### src/rtl/core/eir_vfp_pkg.sv
// Package for the EIR vendor field parser: beat and result types, parse phases,
// register indexes and the field constants used by the parser, result register, top and testbench.
// No dependencies.
`default_nettype none

package eir_vfp_pkg;

  typedef struct packed {
    logic [7:0] data_byte;
    logic       last_byte;
  } byte_beat_t;

  typedef struct packed {
    logic       type_found;
    logic [1:0] headset_kind;
    logic       info_valid;
    logic [7:0] info_type_byte;
    logic [7:0] info_frames_byte;
    logic       feature_found;
    logic [7:0] info_feature_byte;
  } result_t;

  typedef enum logic [1:0] {
    PH_LENGTH  = 2'd0,
    PH_FIELD   = 2'd1,
    PH_STOPPED = 2'd2
  } parse_phase_t;

  // Configuration port.
  localparam int CFG_IDX_W  = 1;
  localparam int CFG_DATA_W = 16;
  localparam logic [CFG_IDX_W-1:0] CFG_COMPANY_ID = 1'd0;
  localparam logic [CFG_IDX_W-1:0] CFG_COMMAND    = 1'd1;

  localparam logic [15:0] RESET_COMPANY_ID = 16'h005D;
  localparam logic [7:0]  RESET_COMMAND    = 8'h08;

  // Field layout.
  localparam logic [7:0] AD_TYPE_VENDOR  = 8'hFF;
  localparam logic [7:0] MIN_VENDOR_LEN  = 8'd5;
  localparam logic [7:0] FEATURE_LEN     = 8'd9;
  localparam logic [7:0] POS_AD_TYPE     = 8'd1;
  localparam logic [7:0] POS_COMPANY_LO  = 8'd2;
  localparam logic [7:0] POS_COMPANY_HI  = 8'd3;
  localparam logic [7:0] POS_COMMAND     = 8'd4;
  localparam logic [7:0] POS_INFO_TYPE   = 8'd5;
  localparam logic [7:0] POS_INFO_FRAMES = 8'd6;
  localparam logic [7:0] POS_FEATURE     = 8'd9;

endpackage

`default_nettype wire

### src/rtl/core/eir_vfp_if.sv
// Handshake interfaces for the EIR vendor field parser: byte input channel and
// result output channel. No dependencies.
`default_nettype none

interface eir_vfp_byte_if;
  logic       valid;
  logic       ready;
  logic [7:0] data_byte;
  logic       last_byte;

  modport source (output valid, output data_byte, output last_byte, input ready);
  modport sink   (input valid, input data_byte, input last_byte, output ready);
endinterface

interface eir_vfp_result_if;
  logic       valid;
  logic       ready;
  logic       type_found;
  logic [1:0] headset_kind;
  logic       info_valid;
  logic [7:0] info_type_byte;
  logic [7:0] info_frames_byte;
  logic       feature_found;
  logic [7:0] info_feature_byte;

  modport source (output valid, output type_found, output headset_kind,
                  output info_valid, output info_type_byte, output info_frames_byte,
                  output feature_found, output info_feature_byte, input ready);
  modport sink   (input valid, input type_found, input headset_kind,
                  input info_valid, input info_type_byte, input info_frames_byte,
                  input feature_found, input info_feature_byte, output ready);
endinterface

`default_nettype wire

### src/rtl/core/eir_vfp_parser.sv
// Field walker of the EIR vendor field parser: length/type/data state, the
// per-field capture registers and the committed headset information.
// Depends on eir_vfp_pkg.
`default_nettype none

module eir_vfp_parser
  import eir_vfp_pkg::*;
(
  input  logic        clk,
  input  logic        rst,
  input  logic        beat_en,
  input  byte_beat_t  beat,
  input  logic [15:0] vendor_id,
  input  logic [7:0]  command_code,
  output result_t     result
);

  parse_phase_t phase, phase_next;
  logic [7:0] field_length, field_length_next;
  logic [7:0] field_position, field_position_next;
  logic [7:0] ad_type_seen, ad_type_seen_next;
  logic [7:0] company_low, company_low_next;
  logic [7:0] company_high, company_high_next;
  logic [7:0] command_seen, command_seen_next;
  logic [7:0] pend_type, pend_type_next;
  logic [7:0] pend_frames, pend_frames_next;
  logic [7:0] pend_feature, pend_feature_next;
  result_t    committed, committed_next;
  logic       field_done;

  always_comb begin
    phase_next          = phase;
    field_length_next   = field_length;
    field_position_next = field_position;
    ad_type_seen_next   = ad_type_seen;
    company_low_next    = company_low;
    company_high_next   = company_high;
    command_seen_next   = command_seen;
    pend_type_next      = pend_type;
    pend_frames_next    = pend_frames;
    pend_feature_next   = pend_feature;
    field_done          = 1'b0;

    unique case (phase)
      PH_LENGTH: begin
        if (beat.data_byte == 8'd0) begin
          phase_next = PH_STOPPED;
        end else begin
          field_length_next   = beat.data_byte;
          field_position_next = 8'd0;
          ad_type_seen_next   = 8'd0;
          company_low_next    = 8'd0;
          company_high_next   = 8'd0;
          command_seen_next   = 8'd0;
          pend_type_next      = 8'd0;
          pend_frames_next    = 8'd0;
          pend_feature_next   = 8'd0;
          phase_next          = PH_FIELD;
        end
      end
      PH_FIELD: begin
        field_position_next = field_position + 8'd1;
        case (field_position_next)
          POS_AD_TYPE:     ad_type_seen_next = beat.data_byte;
          POS_COMPANY_LO:  company_low_next  = beat.data_byte;
          POS_COMPANY_HI:  company_high_next = beat.data_byte;
          POS_COMMAND:     command_seen_next = beat.data_byte;
          POS_INFO_TYPE:   pend_type_next    = beat.data_byte;
          POS_INFO_FRAMES: pend_frames_next  = beat.data_byte;
          POS_FEATURE:     pend_feature_next = beat.data_byte;
          default: ;
        endcase
        if (field_position_next >= field_length) begin
          field_done = 1'b1;
          phase_next = PH_LENGTH;
        end
      end
      PH_STOPPED: ;
      default: phase_next = PH_STOPPED;
    endcase
  end

  // Commit at the field's last byte, using the bytes captured up to and
  // including that byte.
  always_comb begin
    committed_next = committed;
    if (field_done && ad_type_seen_next == AD_TYPE_VENDOR &&
        field_length > MIN_VENDOR_LEN && command_seen_next == command_code) begin
      committed_next.type_found   = 1'b1;
      committed_next.headset_kind = {pend_type_next[0], pend_type_next[1]};
      if ({company_high_next, company_low_next} == vendor_id) begin
        committed_next.info_valid       = 1'b1;
        committed_next.info_type_byte   = pend_type_next;
        committed_next.info_frames_byte = pend_frames_next;
        if (field_length >= FEATURE_LEN) begin
          committed_next.feature_found     = 1'b1;
          committed_next.info_feature_byte = pend_feature_next;
        end
      end
    end
  end

  assign result = committed_next;

  always_ff @(posedge clk) begin
    if (rst || (beat_en && beat.last_byte)) begin
      phase          <= PH_LENGTH;
      field_length   <= 8'd0;
      field_position <= 8'd0;
      ad_type_seen   <= 8'd0;
      company_low    <= 8'd0;
      company_high   <= 8'd0;
      command_seen   <= 8'd0;
      pend_type      <= 8'd0;
      pend_frames    <= 8'd0;
      pend_feature   <= 8'd0;
      committed      <= '0;
    end else if (beat_en) begin
      phase          <= phase_next;
      field_length   <= field_length_next;
      field_position <= field_position_next;
      ad_type_seen   <= ad_type_seen_next;
      company_low    <= company_low_next;
      company_high   <= company_high_next;
      command_seen   <= command_seen_next;
      pend_type      <= pend_type_next;
      pend_frames    <= pend_frames_next;
      pend_feature   <= pend_feature_next;
      committed      <= committed_next;
    end
  end

endmodule

`default_nettype wire

### src/rtl/core/eir_vfp_out_reg.sv
// Result register of the EIR vendor field parser: holds one result beat until
// the receiver takes it. Depends on eir_vfp_pkg and eir_vfp_result_if.
`default_nettype none

module eir_vfp_out_reg
  import eir_vfp_pkg::*;
(
  input  logic    clk,
  input  logic    rst,
  input  logic    load,
  input  result_t result,
  output logic    can_load,
  eir_vfp_result_if.source out_ch
);

  logic    out_valid;
  result_t out_data;

  assign can_load = !out_valid || out_ch.ready;

  always_ff @(posedge clk) begin
    if (rst) begin
      out_valid <= 1'b0;
    end else if (load) begin
      out_valid <= 1'b1;
    end else if (out_ch.ready) begin
      out_valid <= 1'b0;
    end
  end

  always_ff @(posedge clk) begin
    if (load) begin
      out_data <= result;
    end
  end

  assign out_ch.valid             = out_valid;
  assign out_ch.type_found        = out_data.type_found;
  assign out_ch.headset_kind      = out_data.headset_kind;
  assign out_ch.info_valid        = out_data.info_valid;
  assign out_ch.info_type_byte    = out_data.info_type_byte;
  assign out_ch.info_frames_byte  = out_data.info_frames_byte;
  assign out_ch.feature_found     = out_data.feature_found;
  assign out_ch.info_feature_byte = out_data.info_feature_byte;

endmodule

`default_nettype wire

### src/rtl/core/eir_vendor_field_parser.sv
// EIR vendor field parser, top level.
// Bytes of an extended inquiry response block arrive on in_ch, one per beat,
// with last_byte set on the final byte. The block's length/type/data fields are
// walked until a zero length byte; a vendor field longer than five bytes whose
// command byte matches headset_command_code yields a headset kind, and if its
// company id matches vendor_company_id also the info bytes and, in a field of
// nine bytes or more, the feature byte. One result beat per block leaves on
// out_ch, built from its completed matching fields, later ones overriding
// earlier. Bytes are registered on acceptance, then parsed; a block's last byte
// loads the result register. One byte is taken every cycle, the rate set by the
// single parse stage behind the input register, until out_ch stalls with a
// result held: bytes then flow until the next last byte sits in the input
// register, and in_ch.ready stays low until the result register is free again.
// Configuration: cfg_we/cfg_index/cfg_data, index 0 vendor_company_id and
// index 1 headset_command_code; write only between blocks.
// Reset (rst, synchronous) restores both registers to their defaults and
// clears all parse state and the valid flags of both channel registers.
// Depends on eir_vfp_pkg, eir_vfp_if, eir_vfp_parser and eir_vfp_out_reg.
`default_nettype none

module eir_vendor_field_parser
  import eir_vfp_pkg::*;
(
  input  logic                  clk,
  input  logic                  rst,
  input  logic                  cfg_we,
  input  logic [CFG_IDX_W-1:0]  cfg_index,
  input  logic [CFG_DATA_W-1:0] cfg_data,
  eir_vfp_byte_if.sink          in_ch,
  eir_vfp_result_if.source      out_ch
);

  logic [15:0] vendor_id;
  logic [7:0]  command_code;
  logic        ir_valid;
  byte_beat_t  ir_beat;
  logic        advance;
  logic        can_load;
  result_t     result;

  always_ff @(posedge clk) begin
    if (rst) begin
      vendor_id    <= RESET_COMPANY_ID;
      command_code <= RESET_COMMAND;
    end else if (cfg_we) begin
      unique case (cfg_index)
        CFG_COMPANY_ID: vendor_id    <= cfg_data[15:0];
        CFG_COMMAND:    command_code <= cfg_data[7:0];
        default: ;
      endcase
    end
  end

  // A byte moves into the parse stage unless it closes a block while the
  // result register is still full.
  assign advance     = ir_valid && (!ir_beat.last_byte || can_load);
  assign in_ch.ready = !ir_valid || advance;

  always_ff @(posedge clk) begin
    if (rst) begin
      ir_valid <= 1'b0;
    end else if (in_ch.valid && in_ch.ready) begin
      ir_valid <= 1'b1;
    end else if (advance) begin
      ir_valid <= 1'b0;
    end
  end

  always_ff @(posedge clk) begin
    if (in_ch.valid && in_ch.ready) begin
      ir_beat.data_byte <= in_ch.data_byte;
      ir_beat.last_byte <= in_ch.last_byte;
    end
  end

  eir_vfp_parser u_parser (
    .clk          (clk),
    .rst          (rst),
    .beat_en      (advance),
    .beat         (ir_beat),
    .vendor_id    (vendor_id),
    .command_code (command_code),
    .result       (result)
  );

  eir_vfp_out_reg u_out_reg (
    .clk      (clk),
    .rst      (rst),
    .load     (advance && ir_beat.last_byte),
    .result   (result),
    .can_load (can_load),
    .out_ch   (out_ch)
  );

endmodule

`default_nettype wire

### src/flat_wrapper.sv
// flat-port wrapper written by rule: the top's interface ports become plain ports
module eir_vendor_field_parser_flat import eir_vfp_pkg::*;
  (clk, rst, cfg_we, cfg_index, cfg_data, in_ch_valid, in_ch_data_byte, in_ch_last_byte, in_ch_ready, out_ch_valid, out_ch_type_found, out_ch_headset_kind, out_ch_info_valid, out_ch_info_type_byte, out_ch_info_frames_byte, out_ch_feature_found, out_ch_info_feature_byte, out_ch_ready);
  eir_vfp_byte_if in_ch_i ();
  eir_vfp_result_if out_ch_i ();
  input  logic clk;
  input  logic rst;
  input  logic cfg_we;
  input  logic [CFG_IDX_W-1:0] cfg_index;
  input  logic [CFG_DATA_W-1:0] cfg_data;
  input wire logic [$bits(in_ch_i.valid)-1:0] in_ch_valid;
  input wire logic [$bits(in_ch_i.data_byte)-1:0] in_ch_data_byte;
  input wire logic [$bits(in_ch_i.last_byte)-1:0] in_ch_last_byte;
  output wire logic [$bits(in_ch_i.ready)-1:0] in_ch_ready;
  output wire logic [$bits(out_ch_i.valid)-1:0] out_ch_valid;
  output wire logic [$bits(out_ch_i.type_found)-1:0] out_ch_type_found;
  output wire logic [$bits(out_ch_i.headset_kind)-1:0] out_ch_headset_kind;
  output wire logic [$bits(out_ch_i.info_valid)-1:0] out_ch_info_valid;
  output wire logic [$bits(out_ch_i.info_type_byte)-1:0] out_ch_info_type_byte;
  output wire logic [$bits(out_ch_i.info_frames_byte)-1:0] out_ch_info_frames_byte;
  output wire logic [$bits(out_ch_i.feature_found)-1:0] out_ch_feature_found;
  output wire logic [$bits(out_ch_i.info_feature_byte)-1:0] out_ch_info_feature_byte;
  input wire logic [$bits(out_ch_i.ready)-1:0] out_ch_ready;
  assign in_ch_i.valid = in_ch_valid;
  assign in_ch_i.data_byte = in_ch_data_byte;
  assign in_ch_i.last_byte = in_ch_last_byte;
  assign in_ch_ready = in_ch_i.ready;
  assign out_ch_valid = out_ch_i.valid;
  assign out_ch_type_found = out_ch_i.type_found;
  assign out_ch_headset_kind = out_ch_i.headset_kind;
  assign out_ch_info_valid = out_ch_i.info_valid;
  assign out_ch_info_type_byte = out_ch_i.info_type_byte;
  assign out_ch_info_frames_byte = out_ch_i.info_frames_byte;
  assign out_ch_feature_found = out_ch_i.feature_found;
  assign out_ch_info_feature_byte = out_ch_i.info_feature_byte;
  assign out_ch_i.ready = out_ch_ready;
  eir_vendor_field_parser u_core (.clk(clk), .rst(rst), .cfg_we(cfg_we), .cfg_index(cfg_index), .cfg_data(cfg_data), .in_ch(in_ch_i), .out_ch(out_ch_i));
endmodule
### config.mk
export PLATFORM = sky130hd
export DESIGN_NAME = eir_vendor_field_parser_flat
export DESIGN_NICKNAME = d
export VERILOG_FILES = /design/src/rtl/core/eir_vfp_pkg.sv /design/src/rtl/core/eir_vfp_if.sv /design/src/rtl/core/eir_vfp_parser.sv /design/src/rtl/core/eir_vfp_out_reg.sv /design/src/rtl/core/eir_vendor_field_parser.sv /design/src/flat_wrapper.sv
export SDC_FILE = /design/constraint.sdc
export NUM_CORES = 1
export LEC_CHECK = 0
export BUFFER_PORTS_ARGS = -buffer_cell sky130_fd_sc_hd__buf_2
export CORE_UTILIZATION = 35
export DETAILED_ROUTE_END_ITERATION = 6
export GPL_TIMING_DRIVEN = 0
export SLEW_MARGIN = 40
export SYNTH_ARGS = -nofsm -noshare
export SYNTH_HDL_FRONTEND = slang
export SYNTH_SLANG_ARGS = --single-unit
export TNS_END_PERCENT = 5
### constraint.sdc
create_clock -name clk -period 10.3 [get_ports clk]
set_input_delay 2.06 -clock clk [delete_from_list [all_inputs] [get_ports clk]]
set_output_delay 2.06 -clock clk [all_outputs]
set_load 0.05 [all_outputs]
Yosys cells after proc, flatten, opt, wreduce, memory -nomap -nowiden
Index checks and enable logic that the tools add are counted.
Storage, ports and cells
  register bits: 167
  logic and storage cells: 109
  bits of input ports: 31
Cells by class
  $add $sub $neg: 1
  reductions and logical operators: 23
  equality and inequality tests: 14
  mux-type cells: 35
  bitwise gates (word level): 3
  magnitude comparators: 3
Operators with widths (number)
  $pmux 8 s2: 8
  $mux 8: 15
  $mux 29: 1
  $mux 26: 1
  $eq 8x3->1 const B: 3
  $eq 16x16->1: 1
  $eq 8x2->1 const B: 2
  $mux 9: 1
  $reduce_and 3->1: 3
  $add 8x1->8 const B: 1
  $eq 8x1->1 const B: 1
  $eq 8x4->1 const B: 1
  $eq 8x8->1: 1
  $eq 8x8->1 const B: 1
  $ge 8x4->1 const B: 1
  $ge 8x8->1: 1
  $gt 8x3->1 const B: 1
  $logic_not 8->1: 1
  $logic_and 1x1->1: 6
  $mux 1: 6
  $pmux 2 s3: 1
  $reduce_bool 2->1: 3
  $logic_or 1x1->1: 4
  $mux 2: 2
  other kinds (7): 13

Longest topological paths before layout
Gate-level depths: netlist (run 1).
  depth after elaboration: 9
  depth in mapped cells: 16

Modules after synthesis
From an unflattened synthesis (run 1), not the netlist that was laid out.
Second synthesis, totals
  cell total of the unflattened synthesis: 872
  area total of the unflattened synthesis: 8167.8 um^2
By module, submodules not included
  eir_vfp_parser: area each 5823.1 um^2, cells each 716, times used 1
  eir_vendor_field_parser: area each 1427.6 um^2, cells each 123, times used 1
  eir_vfp_out_reg: area each 917.1 um^2, cells each 33, times used 1

Least setup slack after synthesis (run 1)
OpenSTA, ideal clock, no wires.
  path kind: input to output
  from: input out_ch_ready
  to: output in_ch_ready
  data required time: 8240 ps
  path slack: 5548 ps
  buffers on the path: 0
  cell stages on the path: 2
  arrival time: 2692 ps
  cells stage by stage: nor2b_1 nand3_1
On the way
  longest elaborated chain between the ends: 4
RTL lines
  start, declared: line flat_wrapper.sv:23  | input wire logic [$bits(out_ch_i.ready)-1:0] out_ch_ready;
  $logic_or 1x1->1: line eir_vfp_out_reg.sv:19  | assign can_load = !out_valid || out_ch.ready;
  $logic_or 1x1->1: line eir_vendor_field_parser.sv:56  | assign advance = ir_valid && (!ir_beat.last_byte || can_load);
  $logic_and 1x1->1: line eir_vendor_field_parser.sv:56
  $logic_or 1x1->1: line eir_vendor_field_parser.sv:57  | assign in_ch.ready = !ir_valid || advance;
  end, declared: line flat_wrapper.sv:14  | output wire logic [$bits(in_ch_i.ready)-1:0] in_ch_ready;
No other way between the ends.

Worst setup path after layout (run 1)
Same ends and word-level chain as after synthesis.

==> results of run 1 <==
-- kinds of logic (layout without fill, tap and decap cells) --
kind of cell / Yosys count / after routing
buffers and inverters: 119 / 212
AOI/OAI and AO/OA: 224 / 224
muxes: 37 / 37
xor gates and xnor gates: 21 / 21
DFF: 167 / 167
and+or+nand+nor: 344 / 344
adders and majority gates: 12 / 12
-- metal layers --
| layer | global-route usage (%) | up-vias | share of wire, % |
|---|---|---|---|
| met5 | 0 | - | 0 |
| met4 | 8.095 | 0 | 3.0 |
| met3 | 3.946 | 45 | 6.5 |
| met2 | 29.59 | 257 | 44 |
| met1 | 27.12 | 3303 | 47 |
| li1 | - | 3441 | - |
-- cell usage after synthesis (4+ instances only) --
cell / count
dfxtp_1: 129
nand2_1: 120
nor2_1: 101
a21oi_1: 77
inv_1: 53
clkbuf_1: 48
edfxtp_1: 38
a22oi_1: 37
nor3_1: 26
o21ai_0: 25
nand3_1: 24
o41ai_1: 24
mux2i_1: 16
ha_1: 12
mux2_2: 12
and3_1: 11
xor2_1: 11
a211oi_1: 10
buf_2: 10
xnor2_1: 10
mux2_1: 9
and2_1: 8
a31oi_1: 7
nand4_1: 7
nor2b_1: 7
nor4_1: 6
o211ai_1: 6
a211o_1: 5
buf_4: 4
nor4_2: 4
o22ai_1: 4
-- worst max-delay path: stages --
cell,delay [ps]
buf_2,100
nor2b_1,240
nand3_1,140
buf_2,230
-- per-stage QoR --
stage               setup WS, ps  std cells
CTS                         5465       1302
finish                      5465       1302
global route                5246       1302
detailed placement          5455       1270
floorplan                   5548        924
global placement            5057       1269
-- area by class of cell --
cell class              instances  area [µm²]
fillers                      2264       13270
clock inverters                11       138.9
flip-flops and latches        167        3724
inverters                      53       198.9
well taps                     285       356.6
repair buffers                 61       327.8
plain buffers                  66       284.0
multi-input cells             638        3881
clock buffers                  21       460.4
-- path summary, 6_finish.rpt --
path,startpoint,to,depth (start not counted)
worst min-delay path,u_core.u_parser.committed[14],u_core.u_parser.committed[14],2
worst min register to register,u_core.u_parser.committed[14],u_core.u_parser.committed[14],2
worst max register to register,u_core.u_parser.field_position[0],u_core.u_out_reg.out_ch.info_frames_byte[1],15
worst max-delay path,out_ch_ready,in_ch_ready,4
-- report_power, final --
| group | internal [mW] | switching (mW) |
|---|---|---|
| clock network | 0.376 | 0.281 |
| logic | 0.0367 | 0.0889 |
| registers | 0.685 | 0.0139 |
| total | 1.10 | 0.383 |
==> impl_results.md, run 1 <==
* All-Layer GR Usage at 19.57%
* Leakage at 3.374 nW
* Proportion of synthesized area in mux cells at 4.915%
* Vias in the first global route at 6641
* Share of the synthesized area in the top cell type at 32.00%
* EDFF count, synth at 38
* Die ar. at 23670 µm²
* Simple-Gate Fraction of Synth Area at 20.45%
* Top Registers: u_core.u_parser.committed x29, u_core.vendor_id x16, u_core.ir_beat x9
* Crit path kind: in2out
* Residual DRC at 0
* Most frequent cells in the layout: 129 x dfxtp_1, 120 x nand2_1, 101 x nor2_1
* Worst-Skew Late Latency at 440 ps
* Area share of fa/ha/maj cells after synthesis at 1.861%
* Buffers on Ports at 60
* Commonest non-fill, non-tap cell in the layout: dfxtp_1
* R2R setup slack at 5500 ps
* Starting Density at 35.64%
* Fin Hold WS at 442.9 ps
* GPL Wtd Cong at 0.8989
* Maximum Capacitance Violations at 0
* DP Area at 8772 µm²
* Gate count after technology mapping at 924
* Largest net degree at the start of global routing at 23
* Remaining global-route overflow at 0
* Top_reg_cell synth: dfxtp_1
* Hold Fails Final Rpt at 0
* Core Rows at 55
* Clock Skews at 11.98 ps
* Worst Tran Pin Value at 897.2 ps
* Bufs on Longest Clock Path at 2
* Synth warnings at 0
* Synth Area in XOR/XNOR at 2.279%
* Share of cells above drive strength 1 at 14.16%
* Hold buffer count at CTS at 0
* Final Total Pwr at 1.481 mW
* 1st-iter DRT viols at 551
* Fmax at 0.2068 GHz
* Worst vdd ir at 0.0001097 V
* Die Ht at 153.8 µm
* Initial antenna violation count at 0
* CP endpoint kind: output pin
* Worst EP required at 8240 ps
* CP Data Arrival Time at 2770 ps
* Area leader, netlist: dfxtp_1
* Main combinational cell family by area after synthesis: simple AND/OR/NAND/NOR gates
* Period Utilization, post-route at 46.94%
* Post-CTS setup buffers at 0
* Clock transition at path regs at 70 ps
* Synth top area cells: dfxtp_1 32%, edfxtp_1 14%, nand2_1 5.6%
* Unrepaired setup endpoints after global routing: no
* Clock tree from TritonCTS: yes
* Core ar. at 22640 µm²
* Fin Setup TNS at 0 ps
* Mean Syn Cell Area at 8.733 µm²
* Status: completed
* Hold/Removal Path Class: reg2reg
* Post-Syn Nets at 967
* Startpoint Class: primary input
* DP HPWL at 15.89 mm
* Layout area overhead at 16.14%
* Power per cell area at 158.1 nW/µm²
* Nets@finish at 1047
* Clk sinks at 167
* Total CTS buffers at 17
* Post-layout min period at 4835 ps
* First drt pass iteration count at 5
* Reg with most FFs: u_core.u_parser.committed
* Final setup vio count at 0
* IO Count at 62
* Max reg flops at 29
* CP max FO at 4
* Compound-Gate Fraction of Synth Area at 18.37%
* First-pass GRT wire length at 35.97 mm
* Detailed-route via count at 7046
* WL/cell at 17.38 µm
* Synth Cell Area at 8069 µm²
* Seq/Total Area, Yosys at 46.15%
* Final Max Slew Viols at 0
* Post-synth ARST share at 0%
* Die Wd at 153.8 µm
* Yosys cell types at 72
* Core Util, Final at 41.39%
* Post-CTS Resized at 0
* Clock root cell: clkbuf_16
* Design Area, Final at 9371 µm²
* Vias per std cell at 5.412
* # diodes at 0
* Htree depth at 4
* Routed Antenna Nets at 0
* #FFs+latches synth at 167
* Routed WL at 22.64 mm
* Rel. slew slack at 40.19%
(Power assumes the default switching activity.)
==> inputs of run 2 (changes only) <==
clock period = 4.3 ns   (was 10.3 ns; I/O delays follow)
==> run 2 against run 1 <==
  * Final cell count is essentially flat
  * First-iteration DRC count shrank 0.54%
  * Register-to-register slack lost 5200 ps
  * Combinational power grew 140%
  * Non-clock buffer count grew 1
  * Highest routed layer unchanged
==> impl_results.md, run 2 (synthesis gave the netlist of run 1 again) <==
* Layout area overhead at 16.76%
* Residual DRC at 0
* Power share of the clock group at 44.3%
* Fmax at 0.2478 GHz
* Sequential Area at 3724 µm²
* Max reg flops at 29
* Remaining global-route overflow at 0
* Reg with most FFs: u_core.u_parser.committed
* Final Max Slew Viols at 0
* HP Start: u_core.u_parser.committed[14]
* Core ar. at 22640 µm²
* # diodes at 0
* Worst Tran Pin Value at 887.9 ps
* Core Util, Final at 41.61%
* CP endpoint kind: register
* Final setup vio count at 0
* First drt pass iteration count at 5
* First-pass GRT wire length at 35.96 mm
* Htree depth at 4
* DP HPWL at 15.89 mm
* Leakage at 3.402 nW
* Starting Density at 35.64%
* Fin Setup TNS at 0 ps
* Worst-Skew Late Latency at 440 ps
* Routed WL at 22.66 mm
* Largest stage delay, worst path at 410 ps
* Startpoint Class: register
* Placed insts at 1270
* Routed Antenna Nets at 0
* CP Data Arrival Time at 4220 ps
* Clk sinks at 167
* Share of cells above drive strength 1 at 14.64%
* Final Non-Filler Cells at 1303
* Worst EP required at 4490 ps
* Internal at 2.631 mW
* CP max FO at 10
* All-Layer GR Usage at 19.57%
* Logic pwr share at 8.5%
* Period Utilization, post-route at 93.85%
* Core Rows at 55
* Largest net degree at the start of global routing at 23
* IO Count at 62
* Worst vdd ir at 0.0002661 V
* Clock root cell: clkbuf_16
* Total CTS buffers at 17
* Vias in the first global route at 6644
* Top Registers: u_core.u_parser.committed x29, u_core.vendor_id x16, u_core.ir_beat x9
* Crit-path slowest cell: dfxtp_1
* Area taken by multi-input logic gates at 3919 µm²
* Hold/Removal Path Class: reg2reg
* Vias per std cell at 5.419
* Bufs on Longest Clock Path at 2
* Most frequent cells in the layout: 129 x dfxtp_1, 120 x nand2_1, 101 x nor2_1
* 1st-iter DRT viols at 548
* Clock Skews at 10.79 ps
* Sequential Power Share at 47.2%
* Maximum Capacitance Violations at 0
* Post-layout min period at 4036 ps
* Worst R2R Start: u_core.u_parser.field_position[0]
* Clock transition at path regs at 70 ps
* WL/cell at 17.39 µm
* Commonest non-fill, non-tap cell in the layout: dfxtp_1
* Clock tree from TritonCTS: yes
* Crit path kind: reg2reg
* FILL cells at 2253
* Switching Fraction at 25.93%
* Rel. slew slack at 40.80%
* Initial antenna violation count at 0
* Sw Pwr at 921.0 µW
* Setup crit start: u_core.u_parser.field_position[0]
* Status: completed
* Hold Fails Final Rpt at 0
* Die Ht at 153.8 µm
* Power per cell area at 377.0 nW/µm²
* Die Wd at 153.8 µm
* Nets@finish at 1048
* Die ar. at 23670 µm²
* Buffers on Ports at 60
* Detailed-route via count at 7061
* GPL Wtd Cong at 0.8989
* CP cell instances: buf_2 > inv_1 > nor3_1 > nand2_1 > xnor2_1 > ha_1 > o2111ai_1 > a21oi_1 > o22ai_1 > a311o_1 > nor4b_4 > nand4_1 > nor3_4 > buf_4 > mux2_1
* Unrepaired setup endpoints after global routing: yes
==> run 2: changes by cell type in the layout (fill, tap and decap cells not counted), moves of 2 or more <==
cell / delta
clkbuf_2: +2
clkbuf_1: -2
nor4_4: +2
nor4_2: -2
==> run 2: path summary, 6_finish.rpt <==
check / end / slack (ps) / cells after the start
worst max register to register: u_core.u_out_reg.out_ch.info_frames_byte[1] / 260 / 15
worst max-delay path: u_core.u_out_reg.out_ch.info_frames_byte[1] / 260 / 15
worst min-delay path: u_core.u_parser.committed[14] / 440 / 2
worst min register to register: u_core.u_parser.committed[14] / 440 / 2
==> run 2: power groups by stage <==
stage                     registers, mW  logic [mW]  clock network, mW
after global routing               1.68       0.331               1.66
after detailed placement           1.71       0.298                  0
final                              1.68       0.303               1.57
after CTS                          1.67       0.299               1.59
after floorplan                    1.72       0.176                  0
after global placement             1.71       0.292                  0
==> run 2: metrics by stage <==
| step | worst slack (ps) | cell area, µm² | hold WS, ps | power [mW] |
|---|---|---|---|---|
| after global routing | -5.188 | 9422 | 455.7 | 3.673 |
| after CTS | 6.300 | 9385 | 441.8 | 3.562 |
| after floorplan | 590.4 | 8069 | 418.9 | 1.897 |
| final | 264.4 | 9422 | 443.3 | 3.552 |
| after detailed placement | -462.1 | 8772 | 430.9 | 2.007 |
| after global placement | -419.4 | 8726 | 427.5 | 2.000 |
==> run 2: critical path, delay by kind of cell, from the launching register on <==
family          cells  cell delay (ps)
buf+inv             3              560
fa+ha+maj           1              330
flops               1              410
mux                 1              350
compound gates      4              770
xor+xnor            1              170
simple gates        5             1170
==> run 2: area by class of cell <==
cell class / instances / share of cell area (%)
flip-flops and latches: 167 / 39.52
clock inverters: 11 / 1.474
plain buffers: 66 / 3.068
well taps: 285 / 3.785
clock buffers: 21 / 4.887
repair buffers: 62 / 3.559
inverters: 53 / 2.112
multi-input cells: 638 / 41.59
==> run 2: timing repair <==
| item | in CTS | in global routing |
|---|---|---|
| cloned | 0 | 0 |
| pin swaps | 1 | 3 |
| hold buffers | 0 | 0 |
| buffers inserted | 1 | 0 |
| gates resized for setup | 1 | 9 |
| setup endpoints to repair | 34 | 42 |
==> run 2: routing by layer <==
| metal | vias to the layer above | global-route usage [%] | part of all wire (%) |
|---|---|---|---|
| met5 | - | 0 | 0 |
| met3 | 45 | 3.918 | 6.1 |
| li1 | 3442 | - | - |
| met2 | 244 | 29.46 | 44 |
| met4 | 0 | 8.333 | 2.9 |
| met1 | 3330 | 27.16 | 47 |
==> inputs of run 3 (changes only) <==
ABC_AREA = 1   (was unset)
CTS_BUF_LIST = sky130_fd_sc_hd__clkbuf_4 sky130_fd_sc_hd__clkbuf_8   (was unset)
SLEW_MARGIN = 20   (was 40)
==> run 3 against run 2 <==
  * Sequential power about the same
  * Via count up 17%
  * Final area up 5.9%
  * Global-route usage down 0.37 points
  * Setup slack better by 280 ps
  * First-iteration DRC count up 14%
  * Critical path type unchanged
  * Largest power group unchanged
==> impl_results.md, run 3 <==
* Sequential Power Share at 51.5%
* 1st-iter DRT viols at 625
* EDFF count, synth at 38
* GPL Wtd Cong at 0.8620
* Gate count after technology mapping at 1268
* Fin Hold WS at 466.1 ps
* Post-Place Worst Slack at 655.2 ps
* Core ar. at 24600 µm²
* Mean Syn Cell Area at 7.000 µm²
* Gr busiest metal: met2
* Power per cell area at 330.4 nW/µm²
* Share of cells above drive strength 1 at 11.76%
* Area taken by multi-input logic gates at 3958 µm²
* Crit path kind: reg2reg
* Synth Area in XOR/XNOR at 0%
* Routed Antenna Nets at 0
* Vias in the first global route at 7274
* Yosys cell types at 38
* First drt pass iteration count at 5
* Hold Fails Final Rpt at 0
* Setup crit start: u_core.ir_beat[6]
* Maximum Capacitance Violations at 0
* Commonest non-fill, non-tap cell in the layout: nand2_1
* Clock tree from TritonCTS: yes
* Grt met2 use at 31.35%
* DP HPWL at 17.46 mm
* Post-layout min period at 3757 ps
* Worst-Skew Late Latency at 470 ps
* Max reg flops at 29
* Area leader, netlist: dfxtp_1
* # diodes at 0
* Worst vdd ir at 0.0001671 V
* Fmax at 0.2662 GHz
* Sequential Area at 3724 µm²
* Power share of the clock group at 35.2%
* Die Ht at 161.3 µm
* Proportion of synthesized area in mux cells at 0%
* Post-CTS Resized at 0
* FILL cells at 2638
* Final WS setup at 543.3 ps
* Top_reg_cell synth: dfxtp_1
* Main combinational cell family by area after synthesis: simple AND/OR/NAND/NOR gates
* Total CTS buffers at 17
* CP Data Arrival Time at 3980 ps
* Layout area overhead at 12.40%
* Most frequent cells in the layout: 290 x nand2_1, 238 x inv_1, 129 x dfxtp_1
* Detailed-route via count at 8227
* HP Start: u_core.u_parser.committed[18]
* Reg with most FFs: u_core.u_parser.committed
* CP cell instances: inv_1 > nand4_1 > nor2_1 > nor3_1 > nor2_1 > clkbuf_1 > nand2_1 > nand3_1 > nand2_1 > nor2_1 > nand2_1 > nor2_1 > nand2_1 > nor2_4 > buf_6 > buf_6 > o21ai_0
* Seq/Total Area, Yosys at 41.95%
* Clock Skews at 18.48 ps
* Clock transition at path regs at 100 ps
* Remaining global-route overflow at 0
* Fin Setup TNS at 0 ps
* #FFs+latches synth at 167
* Nets@finish at 1391
* Synth Cell Area at 8876 µm²
* Die ar. at 26000 µm²
* CP max FO at 10
* Largest stage delay, worst path at 580 ps
* Top Registers: u_core.u_parser.committed x29, u_core.vendor_id x16, u_core.ir_beat x9
* Met1 usage at 25.94%
* Leakage at 4.689 nW
* IO Count at 62
* Period Utilization, post-route at 87.37%
* Worst R2R Start: u_core.ir_beat[6]
* Core Util, Final at 40.55%
* Largest net degree at the start of global routing at 31
* Switching Fraction at 30.90%
* Vias per std cell at 4.882
* Compound-Gate Fraction of Synth Area at 16.17%
* Worst EP required at 4520 ps
* Post-Syn Nets at 1311
* CP endpoint kind: register
* Die Wd at 161.3 µm
* Most frequent cell after synthesis: nand2_1
* Initial antenna violation count at 0
* Buffers on Ports at 61
* Routed WL at 24.20 mm
* Share of the synthesized area in the top cell type at 29.10%
* Clock root cell: clkbuf_8
* Hold buffer count at CTS at 0
* Area share of fa/ha/maj cells after synthesis at 1.692%
* Synth top area cells: dfxtp_1 29%, edfxtp_1 13%, nand2_1 12%
* First-pass GRT wire length at 38.93 mm
* Core Rows at 57
* Crit-path slowest cell: clkbuf_1
* Startpoint Class: register
* Sw Pwr at 1.019 mW
* Unrepaired setup endpoints after global routing: no
* Residual DRC at 0
* Htree depth at 4
* All-Layer GR Usage at 19.20%
* Internal at 2.277 mW
* Status: completed
* Hold/Removal Path Class: reg2reg
* Clk sinks at 167
* Met3 usage at 3.903%
* WL/cell at 14.36 µm
* Post-synth ARST share at 0%
* Starting Density at 36.07%
* Post-CTS setup buffers at 0
* Top post-synthesis cells by count: 290 x nand2_1, 239 x inv_1, 129 x dfxtp_1, 117 x nand3_1, 95 x o21ai_0
* Final setup vio count at 0
* Final Max Slew Viols at 0
* Rel. slew slack at 51.22%
* Logic pwr share at 13.3%
* Simple-Gate Fraction of Synth Area at 26.73%
* Synth warnings at 0
* Bufs on Longest Clock Path at 2
* Worst Tran Pin Value at 731.7 ps
[run 3: stage by stage]
stage | power (mW) | cell area, µm² | std cells
after detailed placement | 2.166 | 9587 | 1653
after CTS | 3.322 | 9977 | 1685
after global placement | 2.160 | 9587 | 1653
after floorplan | 2.027 | 8876 | 1268
final | 3.296 | 9977 | 1685
after global routing | 3.451 | 9977 | 1685
[run 3: final cells by class]
class / instances / share of cell area [%]
multi-input combinational: 805 / 39.67
sequential: 167 / 37.32
inverter: 244 / 9.180
tap: 324 / 4.063
timing repair buffer: 61 / 3.060
buffer: 52 / 2.797
clock buffer: 17 / 2.345
clock inverter: 15 / 1.568
[run 3: power by group through the flow]
stage | clock [mW] | combinational (mW) | sequential, mW
final | 1.16 | 0.437 | 1.70
after global routing | 1.26 | 0.488 | 1.71
after CTS | 1.19 | 0.434 | 1.70
after detailed placement | 0 | 0.433 | 1.73
after global placement | 0 | 0.428 | 1.73
after floorplan | 0 | 0.276 | 1.75
[run 3: critical path, delay by kind of cell, from the launching register on]
family          cells  cell delay (ps)
compound gates      1               90
buf+inv             4             1350
flops               1              390
simple gates       12             1650
[run 3: worst paths after layout]
path / to / slack (ps) / cells after the start
setup reg to reg: u_core.u_out_reg.out_ch.info_type_byte[7] / 540 / 17
setup / recovery: u_core.u_out_reg.out_ch.info_type_byte[7] / 540 / 17
hold reg to reg: u_core.u_parser.committed[18] / 470 / 2
hold / removal: u_core.u_parser.committed[18] / 470 / 2
[run 3: routing by layer]
metal | vias to the layer above | part of all wire [%]
li1 | 4236 | -
met1 | 3722 | 47
met2 | 243 | 46
met3 | 26 | 6.3
met4 | 0 | 1.2
met5 | - | 0
[run 3: cells by family (layout without fill, tap and decap cells)]
logic type | after synthesis | after routing
AOI/OAI and AO/OA | 262 | 262
and+or+nand+nor | 531 | 531
buffers and inverters | 296 | 389
DFF | 167 | 167
adders and majority gates | 12 | 12
